===== src/rtl/assert_macros.svh =====
// Assertion macros for the RTL of the UART receive block.
// Simulation gets concurrent assertions; synthesis gets empty bodies.
`ifndef ASSERT_MACROS_SVH
`define ASSERT_MACROS_SVH
`ifndef SYNTHESIS
// Check a property on every clock edge outside reset
`define ASSERT_CLKD(lbl, clk, rstn, prop, msg) \
    lbl: assert property (@(posedge clk) disable iff (!rstn) (prop)) else $error(msg);
// Check a next-cycle implication outside reset
`define ASSERT_NEXT(lbl, clk, rstn, pre, post, msg) \
    lbl: assert property (@(posedge clk) disable iff (!rstn) (pre) |=> (post)) \
        else $error(msg);
`else
`define ASSERT_CLKD(lbl, clk, rstn, prop, msg)
`define ASSERT_NEXT(lbl, clk, rstn, pre, post, msg)
`endif
`endif


===== src/rtl/hduart_pkg.sv =====
// Shared constants for the half-duplex 8N1 UART with receive FIFO.
// No dependencies.
package hduart_pkg;

    // FIFO depth default
    localparam int FIFO_DEPTH_DEF = 16;

    // Register reset values and widths
    localparam int          TICK_W        = 8;
    localparam int          BITCNT_W      = 5;
    localparam int          STOP_W        = 4;
    localparam logic [7:0]  START_LEN_RST = 8'd78;
    localparam logic [7:0]  BIT_LEN_RST   = 8'd52;
    localparam logic [3:0]  STOP_IDX_RST  = 4'd9;

    // Register indexes
    localparam logic [1:0]  REG_START_LEN = 2'd0;
    localparam logic [1:0]  REG_BIT_LEN   = 2'd1;
    localparam logic [1:0]  REG_STOP_IDX  = 2'd2;

    // Bits per data word and the all-ones bit counter before the first bit
    localparam logic [4:0]  DATA_BITS     = 5'd8;
    localparam logic [4:0]  BITCNT_RST    = 5'h1F;

    // Input beat width
    localparam int          IN_W          = 16;

endpackage


===== src/rtl/half_duplex_uart_8n1_rx_fifo.sv =====
// Half-duplex 8N1 UART with a receive ring FIFO, one clock tick per input beat.
// Depends on hduart_pkg and assert_macros.svh.
//
//  channel   dir  handshake          payload
//  s_*       in   tvalid/tready      tick: rx_line, tx_start, tx_byte, read_strobe
//  m_*       out  tvalid/tready      result: line levels, status, popped byte, level
//  p*        in   APB write/read     start_length, bit_length, stop_index
//
// A new tick is taken each cycle while the result register is empty or being
// drained. The FIFO read port is registered and read in the accepting cycle.
// Reset is synchronous, active low, and clears control state; FIFO contents are
// not cleared. A stalled result holds s_tready low.
`include "assert_macros.svh"

module half_duplex_uart_8n1_rx_fifo
    import hduart_pkg::*;
#(
    parameter int FIFO_DEPTH = FIFO_DEPTH_DEF,
    localparam int PTR_W     = (FIFO_DEPTH > 1) ? $clog2(FIFO_DEPTH) : 1,
    localparam int CNT_W     = $clog2(FIFO_DEPTH + 1),
    localparam int OUT_BITS  = 13 + CNT_W,
    localparam int OUT_W     = ((OUT_BITS + 7) / 8) * 8
) (
    input  logic             aclk,
    input  logic             aresetn,
    // [0] rx_line, [1] tx_start, [9:2] tx_byte, [10] read_strobe, rest zero
    input  logic [IN_W-1:0]  s_tdata,
    input  logic             s_tvalid,
    output logic             s_tready,
    // [0] tx_line, [1] rx_active, [2] tx_active, [3] read_valid, [11:4] read_byte,
    // [12 +: CNT_W] fifo_level, [12+CNT_W] overflow, rest zero
    output logic [OUT_W-1:0] m_tdata,
    output logic             m_tvalid,
    input  logic             m_tready,
    input  logic             psel,
    input  logic             penable,
    input  logic             pwrite,
    input  logic [3:0]       paddr,
    input  logic [31:0]      pwdata,
    output logic [31:0]      prdata,
    output logic             pready
);

    localparam logic [1:0] MODE_IDLE = 2'd0;
    localparam logic [1:0] MODE_RX   = 2'd1;
    localparam logic [1:0] MODE_TX   = 2'd2;

    localparam logic [PTR_W-1:0] PTR_LAST = PTR_W'(FIFO_DEPTH - 1);
    localparam logic [CNT_W-1:0] CNT_FULL = CNT_W'(FIFO_DEPTH);

    // Configuration registers
    logic [TICK_W-1:0] start_len_reg;
    logic [TICK_W-1:0] bit_len_reg;
    logic [STOP_W-1:0] stop_idx_reg;

    // Engine state
    logic [1:0]          mode_reg,     mode_next;
    logic [7:0]          shifter_reg,  shifter_next;
    logic [BITCNT_W-1:0] bit_cnt_reg,  bit_cnt_next;
    logic [TICK_W-1:0]   tick_cnt_reg, tick_cnt_next;
    logic [TICK_W-1:0]   tick_lim_reg, tick_lim_next;
    logic                line_reg,     line_next;

    // FIFO state
    logic [7:0]       fifo_mem [FIFO_DEPTH];
    logic [PTR_W-1:0] wr_ptr_reg, wr_ptr_next;
    logic [PTR_W-1:0] rd_ptr_reg, rd_ptr_next;
    logic [CNT_W-1:0] fill_reg,   fill_next;
    logic             ovf_reg,    ovf_next;
    logic             rd_valid_reg;
    logic [7:0]       rd_data_reg;
    logic             m_valid_reg;

    // Beat fields and handshakes
    logic             s_accept;
    logic             rx_line, tx_start, read_strobe;
    logic [7:0]       tx_byte;
    logic             pop, push;
    logic [CNT_W-1:0] fill_after_pop;
    logic [PTR_W-1:0] rd_ptr_after_pop;
    logic [TICK_W-1:0] tick_inc;
    logic              cfg_wr;

    assign rx_line     = s_tdata[0];
    assign tx_start    = s_tdata[1];
    assign tx_byte     = s_tdata[9:2];
    assign read_strobe = s_tdata[10];

    assign s_tready = !m_valid_reg || m_tready;
    assign s_accept = s_tvalid && s_tready;
    assign pready   = 1'b1;
    assign cfg_wr   = psel && penable && pwrite && pready;

    function automatic logic [PTR_W-1:0] ptr_inc(input logic [PTR_W-1:0] p);
        return (p == PTR_LAST) ? '0 : p + PTR_W'(1);
    endfunction

    // Register writes
    always_ff @(posedge aclk) begin
        if (!aresetn) begin
            start_len_reg <= START_LEN_RST;
            bit_len_reg   <= BIT_LEN_RST;
            stop_idx_reg  <= STOP_IDX_RST;
        end else if (cfg_wr) begin
            case (paddr[3:2])
                REG_START_LEN: start_len_reg <= pwdata[TICK_W-1:0];
                REG_BIT_LEN:   bit_len_reg   <= pwdata[TICK_W-1:0];
                REG_STOP_IDX:  stop_idx_reg  <= pwdata[STOP_W-1:0];
                default: ;
            endcase
        end
    end

    // Register reads
    always_comb begin
        case (paddr[3:2])
            REG_START_LEN: prdata = {{(32-TICK_W){1'b0}}, start_len_reg};
            REG_BIT_LEN:   prdata = {{(32-TICK_W){1'b0}}, bit_len_reg};
            REG_STOP_IDX:  prdata = {{(32-STOP_W){1'b0}}, stop_idx_reg};
            default:       prdata = '0;
        endcase
    end

    // FIFO pop comes before any push in the same tick
    assign pop              = read_strobe && (fill_reg != '0);
    assign fill_after_pop   = pop ? fill_reg - CNT_W'(1) : fill_reg;
    assign rd_ptr_after_pop = pop ? ptr_inc(rd_ptr_reg) : rd_ptr_reg;
    assign tick_inc         = tick_cnt_reg + TICK_W'(1);

    // Next state for one tick: transmit request, else receive start, else timer
    always_comb begin
        mode_next     = mode_reg;
        shifter_next  = shifter_reg;
        bit_cnt_next  = bit_cnt_reg;
        tick_cnt_next = tick_cnt_reg;
        tick_lim_next = tick_lim_reg;
        line_next     = line_reg;
        push          = 1'b0;
        if (tx_start && mode_reg != MODE_TX) begin
            mode_next     = MODE_TX;
            line_next     = 1'b0;
            shifter_next  = tx_byte;
            bit_cnt_next  = BITCNT_RST;
            tick_cnt_next = '0;
            tick_lim_next = bit_len_reg;
        end else if (mode_reg == MODE_IDLE) begin
            if (!rx_line) begin
                mode_next     = MODE_RX;
                shifter_next  = '0;
                bit_cnt_next  = BITCNT_RST;
                tick_cnt_next = '0;
                tick_lim_next = start_len_reg;
            end
        end else if (tick_inc != tick_lim_reg) begin
            tick_cnt_next = tick_inc;
        end else begin
            // Bit event: restart the timer and advance the bit counter
            tick_cnt_next = '0;
            tick_lim_next = bit_len_reg;
            bit_cnt_next  = bit_cnt_reg + BITCNT_W'(1);
            if (mode_reg == MODE_TX) begin
                if (bit_cnt_next < DATA_BITS) begin
                    line_next    = shifter_reg[0];
                    shifter_next = {1'b0, shifter_reg[7:1]};
                end else begin
                    line_next = 1'b1;
                    if (bit_cnt_next >= {1'b0, stop_idx_reg})
                        mode_next = MODE_IDLE;
                end
            end else if (bit_cnt_next < DATA_BITS) begin
                shifter_next = shifter_reg | (8'(rx_line) << bit_cnt_next[2:0]);
            end else begin
                mode_next = MODE_IDLE;
                push      = rx_line;
            end
        end
    end

    // FIFO pointers and level; a full push drops the oldest byte
    always_comb begin
        wr_ptr_next = wr_ptr_reg;
        rd_ptr_next = rd_ptr_after_pop;
        fill_next   = fill_after_pop;
        ovf_next    = ovf_reg;
        if (push) begin
            wr_ptr_next = ptr_inc(wr_ptr_reg);
            if (fill_after_pop >= CNT_FULL) begin
                ovf_next    = 1'b1;
                rd_ptr_next = ptr_inc(rd_ptr_after_pop);
            end else begin
                fill_next = fill_after_pop + CNT_W'(1);
            end
        end
    end

    // Control state
    always_ff @(posedge aclk) begin
        if (!aresetn) begin
            mode_reg     <= MODE_IDLE;
            shifter_reg  <= '0;
            bit_cnt_reg  <= BITCNT_RST;
            tick_cnt_reg <= '0;
            tick_lim_reg <= '0;
            line_reg     <= 1'b1;
            wr_ptr_reg   <= '0;
            rd_ptr_reg   <= '0;
            fill_reg     <= '0;
            ovf_reg      <= 1'b0;
            rd_valid_reg <= 1'b0;
            m_valid_reg  <= 1'b0;
        end else begin
            if (s_accept) begin
                mode_reg     <= mode_next;
                shifter_reg  <= shifter_next;
                bit_cnt_reg  <= bit_cnt_next;
                tick_cnt_reg <= tick_cnt_next;
                tick_lim_reg <= tick_lim_next;
                line_reg     <= line_next;
                wr_ptr_reg   <= wr_ptr_next;
                rd_ptr_reg   <= rd_ptr_next;
                fill_reg     <= fill_next;
                ovf_reg      <= ovf_next;
                rd_valid_reg <= pop;
            end
            // Hold the result beat until it is taken
            if (s_accept)
                m_valid_reg <= 1'b1;
            else if (m_tready)
                m_valid_reg <= 1'b0;
        end
    end

    // FIFO storage with registered read
    always_ff @(posedge aclk) begin
        if (s_accept && push)
            fifo_mem[wr_ptr_reg] <= shifter_reg;
        if (s_accept && pop)
            rd_data_reg <= fifo_mem[rd_ptr_reg];
    end

    // Result beat straight from the state registers
    always_comb begin
        m_tdata                = '0;
        m_tdata[0]             = line_reg;
        m_tdata[1]             = (mode_reg == MODE_RX);
        m_tdata[2]             = (mode_reg == MODE_TX);
        m_tdata[3]             = rd_valid_reg;
        m_tdata[11:4]          = rd_valid_reg ? rd_data_reg : 8'h00;
        m_tdata[12 +: CNT_W]   = fill_reg;
        m_tdata[12 + CNT_W]    = ovf_reg;
    end
    assign m_tvalid = m_valid_reg;

    // Checks
    `ASSERT_CLKD(a_fill_max, aclk, aresetn, fill_reg <= CNT_FULL, "fill level above depth")
    `ASSERT_NEXT(a_ovf_sticky, aclk, aresetn, ovf_reg, ovf_reg, "overflow flag cleared")
    `ASSERT_NEXT(a_tx_start, aclk, aresetn, s_accept && tx_start && mode_reg != MODE_TX,
        mode_reg == MODE_TX && !line_reg, "transmit request did not start a frame")
    `ASSERT_NEXT(a_pop_valid, aclk, aresetn, s_accept && read_strobe && fill_reg != '0,
        rd_valid_reg && fill_reg == $past(fill_reg) - CNT_W'(1) + CNT_W'($past(push)),
        "pop did not update level")

endmodule


===== config.mk =====
export PLATFORM = sky130hd
export DESIGN_NAME = half_duplex_uart_8n1_rx_fifo
export DESIGN_NICKNAME = d
export VERILOG_FILES = /design/src/rtl/hduart_pkg.sv /design/src/rtl/half_duplex_uart_8n1_rx_fifo.sv
export VERILOG_INCLUDE_DIRS = /design/src /design/src/rtl
export SDC_FILE = /design/constraint.sdc
export NUM_CORES = 1
export LEC_CHECK = 0
export BUFFER_PORTS_ARGS = -buffer_cell sky130_fd_sc_hd__buf_2
export CAP_MARGIN = 20
export CORE_UTILIZATION = 58
export DETAILED_ROUTE_END_ITERATION = 7
export HOLD_SLACK_MARGIN = 0.06
export PLACE_DENSITY = 0.85
export SKIP_CTS_REPAIR_TIMING = 1
export SLEW_MARGIN = 10
export SYNTH_ARGS = -nofsm -noshare
export SYNTH_HDL_FRONTEND = slang
export SYNTH_SLANG_ARGS = --single-unit

===== constraint.sdc =====
create_clock -name aclk -period 3.35 [get_ports aclk]
set_clock_uncertainty 0.05 [all_clocks]
set_input_delay 0 -clock aclk [delete_from_list [all_inputs] [get_ports aclk]]
set_output_delay 0 -clock aclk [all_outputs]
set_load 0.1 [all_outputs]

======== Word-level counts from Yosys, hierarchy flattened ========
Memory sizes are Yosys's and may differ from the RTL's. A register that Yosys moved wholly into a read port is not among the register bits.
Index checks and enable logic that the tools add are counted.
cells by class
  multiplexer cells ....................... 51
  $add $sub $neg .......................... 7
  reduce and logical (&&, ||, !) cells .... 25
  eq/ne operators ......................... 15
  bitwise logic cells ..................... 1
  shift-type cells ........................ 1
  $lt $le $gt $ge ......................... 3
operator list
  operator                                                     count
  2-to-1 mux 8 bit                                             15
  2-to-1 mux 5 bit                                             7
  2-to-1 mux 4 bit                                             6
  one-hot mux 8 bit (3 select lines)                           1
  2-to-1 mux 2 bit                                             8
  2-to-1 mux 1 bit                                             14
  adder 4 x 1 -> 4 bit (second input constant)                 3
  == test 4 bit (second input constant)                        3
  adder 5 x 1 -> 5 bit (second input constant)                 2
  AND reduction 2 bit                                          5
  inequality test 3 bit (second input constant)                3
  adder 8 x 1 -> 8 bit (second input constant)                 1
  inequality test 8 bit                                        1
  OR 8 bit                                                     1
  AND reduction 4 bit                                          2
  << shifter 1 x 3 -> 8 bit                                    1
  logical AND 1 bit                                            7
  inequality test 2 bit (second input constant)                3
  AND reduction 3 bit                                          2
  greater-or-equal comparator 5 x 4 -> 1 bit                   1
  greater-or-equal comparator 5 bit (second input constant)    1
  less-than comparator 5 x 4 -> 1 bit (second input constant)  1
  AND reduction 5 bit                                          1
  nonzero test 5 bit                                           1
  9 further kinds                                              13
storage, ports and cells
  RAM bits ................................ 128
  output and inout port bits .............. 59
  input bits .............................. 59
  memories ................................ 1
  flip-flop bits (word level) ............. 68
memory list
  memory    depth  width  rd ports  clocked after Yosys merged registers in  wr ports  RTL line                            source
  fifo_mem  16     8      1         1                                        1         half_duplex_uart_8n1_rx_fifo.sv:65  logic [7:0] fifo_mem [FIFO_DEPTH];

======== Longest topological paths before layout ========
  word-level depth ........................ 10
  gate-level depth with buffers ........... 13
  gate-level depth less buffers ........... 12

======== Least setup slack after synthesis ========
No wires, ideal clock.
  kind .................................... reg-to-reg
  from .................................... register m_valid_reg, in the netlist m_tvalid
  to ...................................... memory fifo_mem[3][0], enable pin
  arrival time ............................ 3.371 ns
  stages on the path, launching flop included .. 7
  path slack .............................. -0.454 ns
  path buffers ............................ 0
  period minus slack after synthesis ...... 3.804 ns
  cell sequence ........................... dfxtp_1 nand2b_1 and2_1 nand3_1 nor4_2 nand2_1 nor3_1
between the ends
  longest elaborated chain between the ends .. 6
RTL lines
  item                                    RTL line                             source
  start, declared                         half_duplex_uart_8n1_rx_fifo.sv:72   logic m_valid_reg;
  start signal, assigned                  half_duplex_uart_8n1_rx_fifo.sv:210  m_valid_reg <= 1'b0;
  start signal, assigned                  half_duplex_uart_8n1_rx_fifo.sv:227  m_valid_reg <= 1'b1;
  start signal, assigned                  half_duplex_uart_8n1_rx_fifo.sv:229  m_valid_reg <= 1'b0;
  zero test 1 bit                         half_duplex_uart_8n1_rx_fifo.sv:89   assign s_tready = !m_valid_reg || m_tready;
  logical OR 1 bit                        half_duplex_uart_8n1_rx_fifo.sv:89
  via s_tready                            half_duplex_uart_8n1_rx_fifo.sv:29   output logic s_tready,
  logical AND 1 bit                       half_duplex_uart_8n1_rx_fifo.sv:90   assign s_accept = s_tvalid && s_tready;
  logical AND 1 bit                       half_duplex_uart_8n1_rx_fifo.sv:235  if (s_accept && push)
  2-to-1 mux 1 bit                        half_duplex_uart_8n1_rx_fifo.sv:235
  2-to-1 mux 1 bit (implied by the code)  half_duplex_uart_8n1_rx_fifo.sv:236  fifo_mem[wr_ptr_reg] <= shifter_reg;
  end, declared                           half_duplex_uart_8n1_rx_fifo.sv:65
The timed path passes the listed nets, and every way through them passes these cells.

======== Worst setup path after layout ========
  from .................................... register tick_cnt_reg[0]
  to ...................................... register shifter_reg[5]
between the ends
  longest elaborated chain between the ends .. 4
RTL lines
  item                             RTL line                             source
  start, declared                  half_duplex_uart_8n1_rx_fifo.sv:60   logic [TICK_W-1:0] tick_cnt_reg, tick_cnt_next;
  start signal, assigned           half_duplex_uart_8n1_rx_fifo.sv:216  tick_cnt_reg <= tick_cnt_next;
  adder 8 x 1 -> 8 bit             half_duplex_uart_8n1_rx_fifo.sv:128  assign tick_inc = tick_cnt_reg + TICK_W'(1);
  inequality test 8 bit            half_duplex_uart_8n1_rx_fifo.sv:154  end else if (tick_inc != tick_lim_reg) begin
  inequality test 3 bit (no line)  --
  AND reduction 4 bit (no line)    --
  end signal, assigned             half_duplex_uart_8n1_rx_fifo.sv:214  shifter_reg <= shifter_next;
  end, declared                    half_duplex_uart_8n1_rx_fifo.sv:58   logic [7:0] shifter_reg, shifter_next;
Every way passes these cells.
A chain may end at the register's enable or synchronous reset.

==> metrics <==
status=complete, no violations; final period demand of the worst path=3.17 ns; Net Switching=0.00185 W; gate count of the mapped netlist=768; switching power as a share of total power=28.7%; remaining global-route overflow=0; Antenna Cells=0; area of the mapped netlist=0.00962 mm2; yosys warns=0; Levels on crit path=8; sort of element at the start of the critical path=flop; Filler Cell Count=1031; global-route usage over all layers=27.2%; Layout area overhead=15.2%; share of layout cells above drive strength 1=20.1%; effective utilization at floorplan=59.9%; Netlist cell types=70; via count of the first global-routing pass=6008; Worst Hold Class=primary input to flop; floorplan core area=0.0161 mm2; DIE AREA=0.0171 mm2; remaining design rule violation count=0; DIE WIDTH=131 um; kind of cell adding the most delay to the critical path=simple AND/OR/NAND/NOR gates; FF-to-FF path depth=8; period utilization=94.6%; estimated wirelength of the detail-placed design=13800 um; Top Ports=118; worst slack at placement=0.294 ns; Top reg by flops=fifo_mem; Worst R2R Setup Slack=0.18 ns; CP Capture Type=flop; required time at the endpoint of the critical path=3.68 ns; cell with the biggest individual delay on the critical path=or3_1; post-CTS clock slew at the launch and capture registers of the worst setup and hold paths=0.06 ns; Most used DFF post-synth=edfxtp_1; instance area after placement=0.0100 mm2; ANT nets after route=0; Num Clock Sinks=204; maximum fanout count along the critical path=10; Initial DRT Pass Iterations=6; Peak Freq=316 MHz; Worst Hold Depth=5; post-layout worst setup margin=0.181 ns; Sum Neg Setup Slack=0 ns; WL final=23100 um; final std cell area, no fill=0.0111 mm2; post-DR vias/cell=6.17; number of placement rows=46; portion of total power attributed to sequential cells=44.1%; total of max-cap violations=0; fraction of the yosys area taken by sequential cells=56.6%; capturing point of the worst reg2reg path=shifter_reg[5]; number of DRC markers in iteration 0=569; Post-synth EDFFs=136; clock buffers created by TritonCTS=21; number of setup violations in the final report=0; worst setup path category=flop to flop; vertical die dimension=131 um; post-route non-filler standard cell count=1090; H-tree levels=1; total power divided by cell area=582 mW/mm2; buffer cell driving the clock tree root=clkbuf_16; Post-layout nets=934; Leakage=4.14 nW; detail-routed net length per standard cell=21.2 um; routability cong.=0.835; Clk Latency, worst-skew pair=0.49 ns; number of placed instances with taps included=1022; Slowest Stage Delay on Critical Path=0.51 ns; Pint=0.00460 W; flip-flop count of the largest register, all copies and words added=128; Slew headroom=25.3%; transition at the pin with the smallest max-transition slack=1.12 ns; number of vias after detailed routing=6724; CTS tree=yes; Port Buffer Count=55; first-pass GRT wire length=34400 um; number of storage elements in the synthesis netlist=204; average footprint of a synthesized cell=12.5 um2; Async SR Flop Fraction=0%; largest voltage drop on the vdd net=0.403 mV; maximum clock path buffer count=3; count of pins over their slew limit=0; count of buffering cells on the critical path with inverters included=0; Final Hold Violating Endpoints=0; crit path cell chain=ha_1 > xor3_1 > nor3_1 > nand2_1 > or3_1 > a2bb2oi_4 > or2_0 > o221a_1; arrival time reported for the critical path endpoint=3.50 ns; number of antenna violations at the first check in global routing=1; RSZ-0062 raised after global routing=no; startpoint of the tightest hold check path=pwrite; Clock Power Share=37.9%; reg2reg start=tick_cnt_reg[0]; share of total power in combinational logic=17.9%; pin count of the biggest net entering global routing=37; hold path endpoint=bit_len_reg[1]
## worst register-to-register path, delay by kind of cell (launching register included)
| kind | cells | cell delay (ns) |
|---|---|---|
| xor gates and xnor gates | 1 | 0.27 |
| and+or+nand+nor | 4 | 1.36 |
| AOI/OAI and AO/OA | 2 | 0.59 |
| adders and majority gates | 1 | 0.32 |
| DFF | 1 | 0.48 |
## cell usage after synthesis, types with 2 or more instances
master / count / area share [%]
a211oi_1: 9 / 0.70
a21o_1: 5 / 0.39
a21oi_1: 20 / 1.0
a22o_1: 5 / 0.46
a311oi_1: 2 / 0.18
a31oi_1: 12 / 0.78
a32oi_1: 2 / 0.18
a41o_1: 2 / 0.21
a41oi_1: 2 / 0.18
and2_1: 11 / 0.72
and3_1: 5 / 0.33
and4_1: 2 / 0.18
buf_1: 3 / 0.12
buf_2: 4 / 0.21
buf_4: 36 / 2.8
buf_6: 4 / 0.47
clkbuf_1: 27 / 1.1
conb_1: 2 / 0.078
dfxtp_1: 68 / 14
edfxtp_1: 136 / 42
ha_1: 16 / 2.1
inv_1: 13 / 0.51
mux2_2: 2 / 0.23
mux2i_1: 34 / 3.5
mux4_2: 40 / 9.4
nand2_1: 73 / 2.8
nand2b_1: 8 / 0.52
nand3_1: 33 / 1.7
nand4_1: 3 / 0.20
nor2_1: 65 / 2.5
nor2b_1: 6 / 0.39
nor3_1: 14 / 0.73
nor3b_1: 3 / 0.23
nor4_1: 8 / 0.52
o2111ai_1: 3 / 0.27
o211ai_1: 3 / 0.23
o21a_1: 2 / 0.16
o21ai_0: 28 / 1.5
o221a_1: 6 / 0.70
o31ai_1: 2 / 0.16
or3_1: 2 / 0.13
xnor2_1: 9 / 0.82
xor2_1: 11 / 1.0
## layout by cell type, fill, tap and decap left out, drive strengths merged, types with 7 or more instances in the layout
cell           n
nand3         34
nor4           9
and2          11
o21ai         29
a21oi         21
dfxtp         68
xor2          11
o221a          7
a31oi         12
dlygate4sd3   30
a211oi         9
mux4          40
conb          31
nor2          65
clkbuf        27
nand2         73
mux2i         34
xnor2          9
nand2b         8
buf           84
edfxtp       136
inv           15
ha            16
nor3          14
## cell type report
| type | instances | area, um2 | share of cell area, % |
|---|---|---|---|
| Multi-Input combinational cell | 504 | 3790 | 34.2 |
| Tap cell | 216 | 270 | 2.44 |
| Inverter | 14 | 52.6 | 0.474 |
| Timing Repair Buffer | 114 | 793 | 7.16 |
| Sequential cell | 204 | 5450 | 49.2 |
| Clock buffer | 27 | 568 | 5.13 |
| Clock inverter | 11 | 156 | 1.41 |
## worst max-delay path by stage
stage | slack [ns] | endpoint | startpoint
2_1_floorplan | 0.03 | fill_reg[2] | fill_reg[2]
3_3_place_gp | 0.37 | fill_reg[2] | fill_reg[0]
3_5_place_dp | 0.29 | fill_reg[2] | fill_reg[0]
4_1_cts | 0.16 | fill_reg[2] | fill_reg[0]
5_1_grt | 0.03 | fill_reg[2] | fill_reg[0]
6_report | 0.18 | shifter_reg[5] | tick_cnt_reg[0]
## logic make-up after synthesis
| group | Yosys count | synth area share [%] |
|---|---|---|
| compound gates | 117 | 8.67 |
| xor+xnor | 21 | 2.07 |
| fa+ha+maj | 16 | 2.08 |
| buf+inv | 89 | 5.35 |
| flops | 204 | 56.6 |
| mux | 76 | 13.1 |
| other cells | 2 | 0.0781 |
| simple gates | 243 | 12.0 |
## through the flow
stage,utilization [%],hold WS [ns],power (W)
after floorplan,-,0.0785,0.00382
after global placement,62.6,0.186,0.00397
after detailed placement,62.6,0.188,0.00400
after CTS,67.1,-0.321,0.00643
after global routing,69.0,0.0944,0.00665
final,69.0,0.0294,0.00645
## routing by layer
metal / track usage (%) / share of wire [%]
met3: 4.76 / 8.5
met4: 10.7 / 3.5
met2: 44.5 / 49
met5: 0 / 0.056
met1: 36.5 / 38
## power groups by stage
| stage | clock network, W | logic, W | registers (W) |
|---|---|---|---|
| detailed placement | 0 | 0.00110 | 0.00289 |
| CTS | 0.00246 | 0.00112 | 0.00284 |
| finish | 0.00245 | 0.00116 | 0.00284 |
| global route | 0.00256 | 0.00124 | 0.00286 |
| floorplan | 0 | 0.000867 | 0.00295 |
| global placement | 0 | 0.00108 | 0.00289 |
Note: power is estimated with default switching activity, not from simulation.
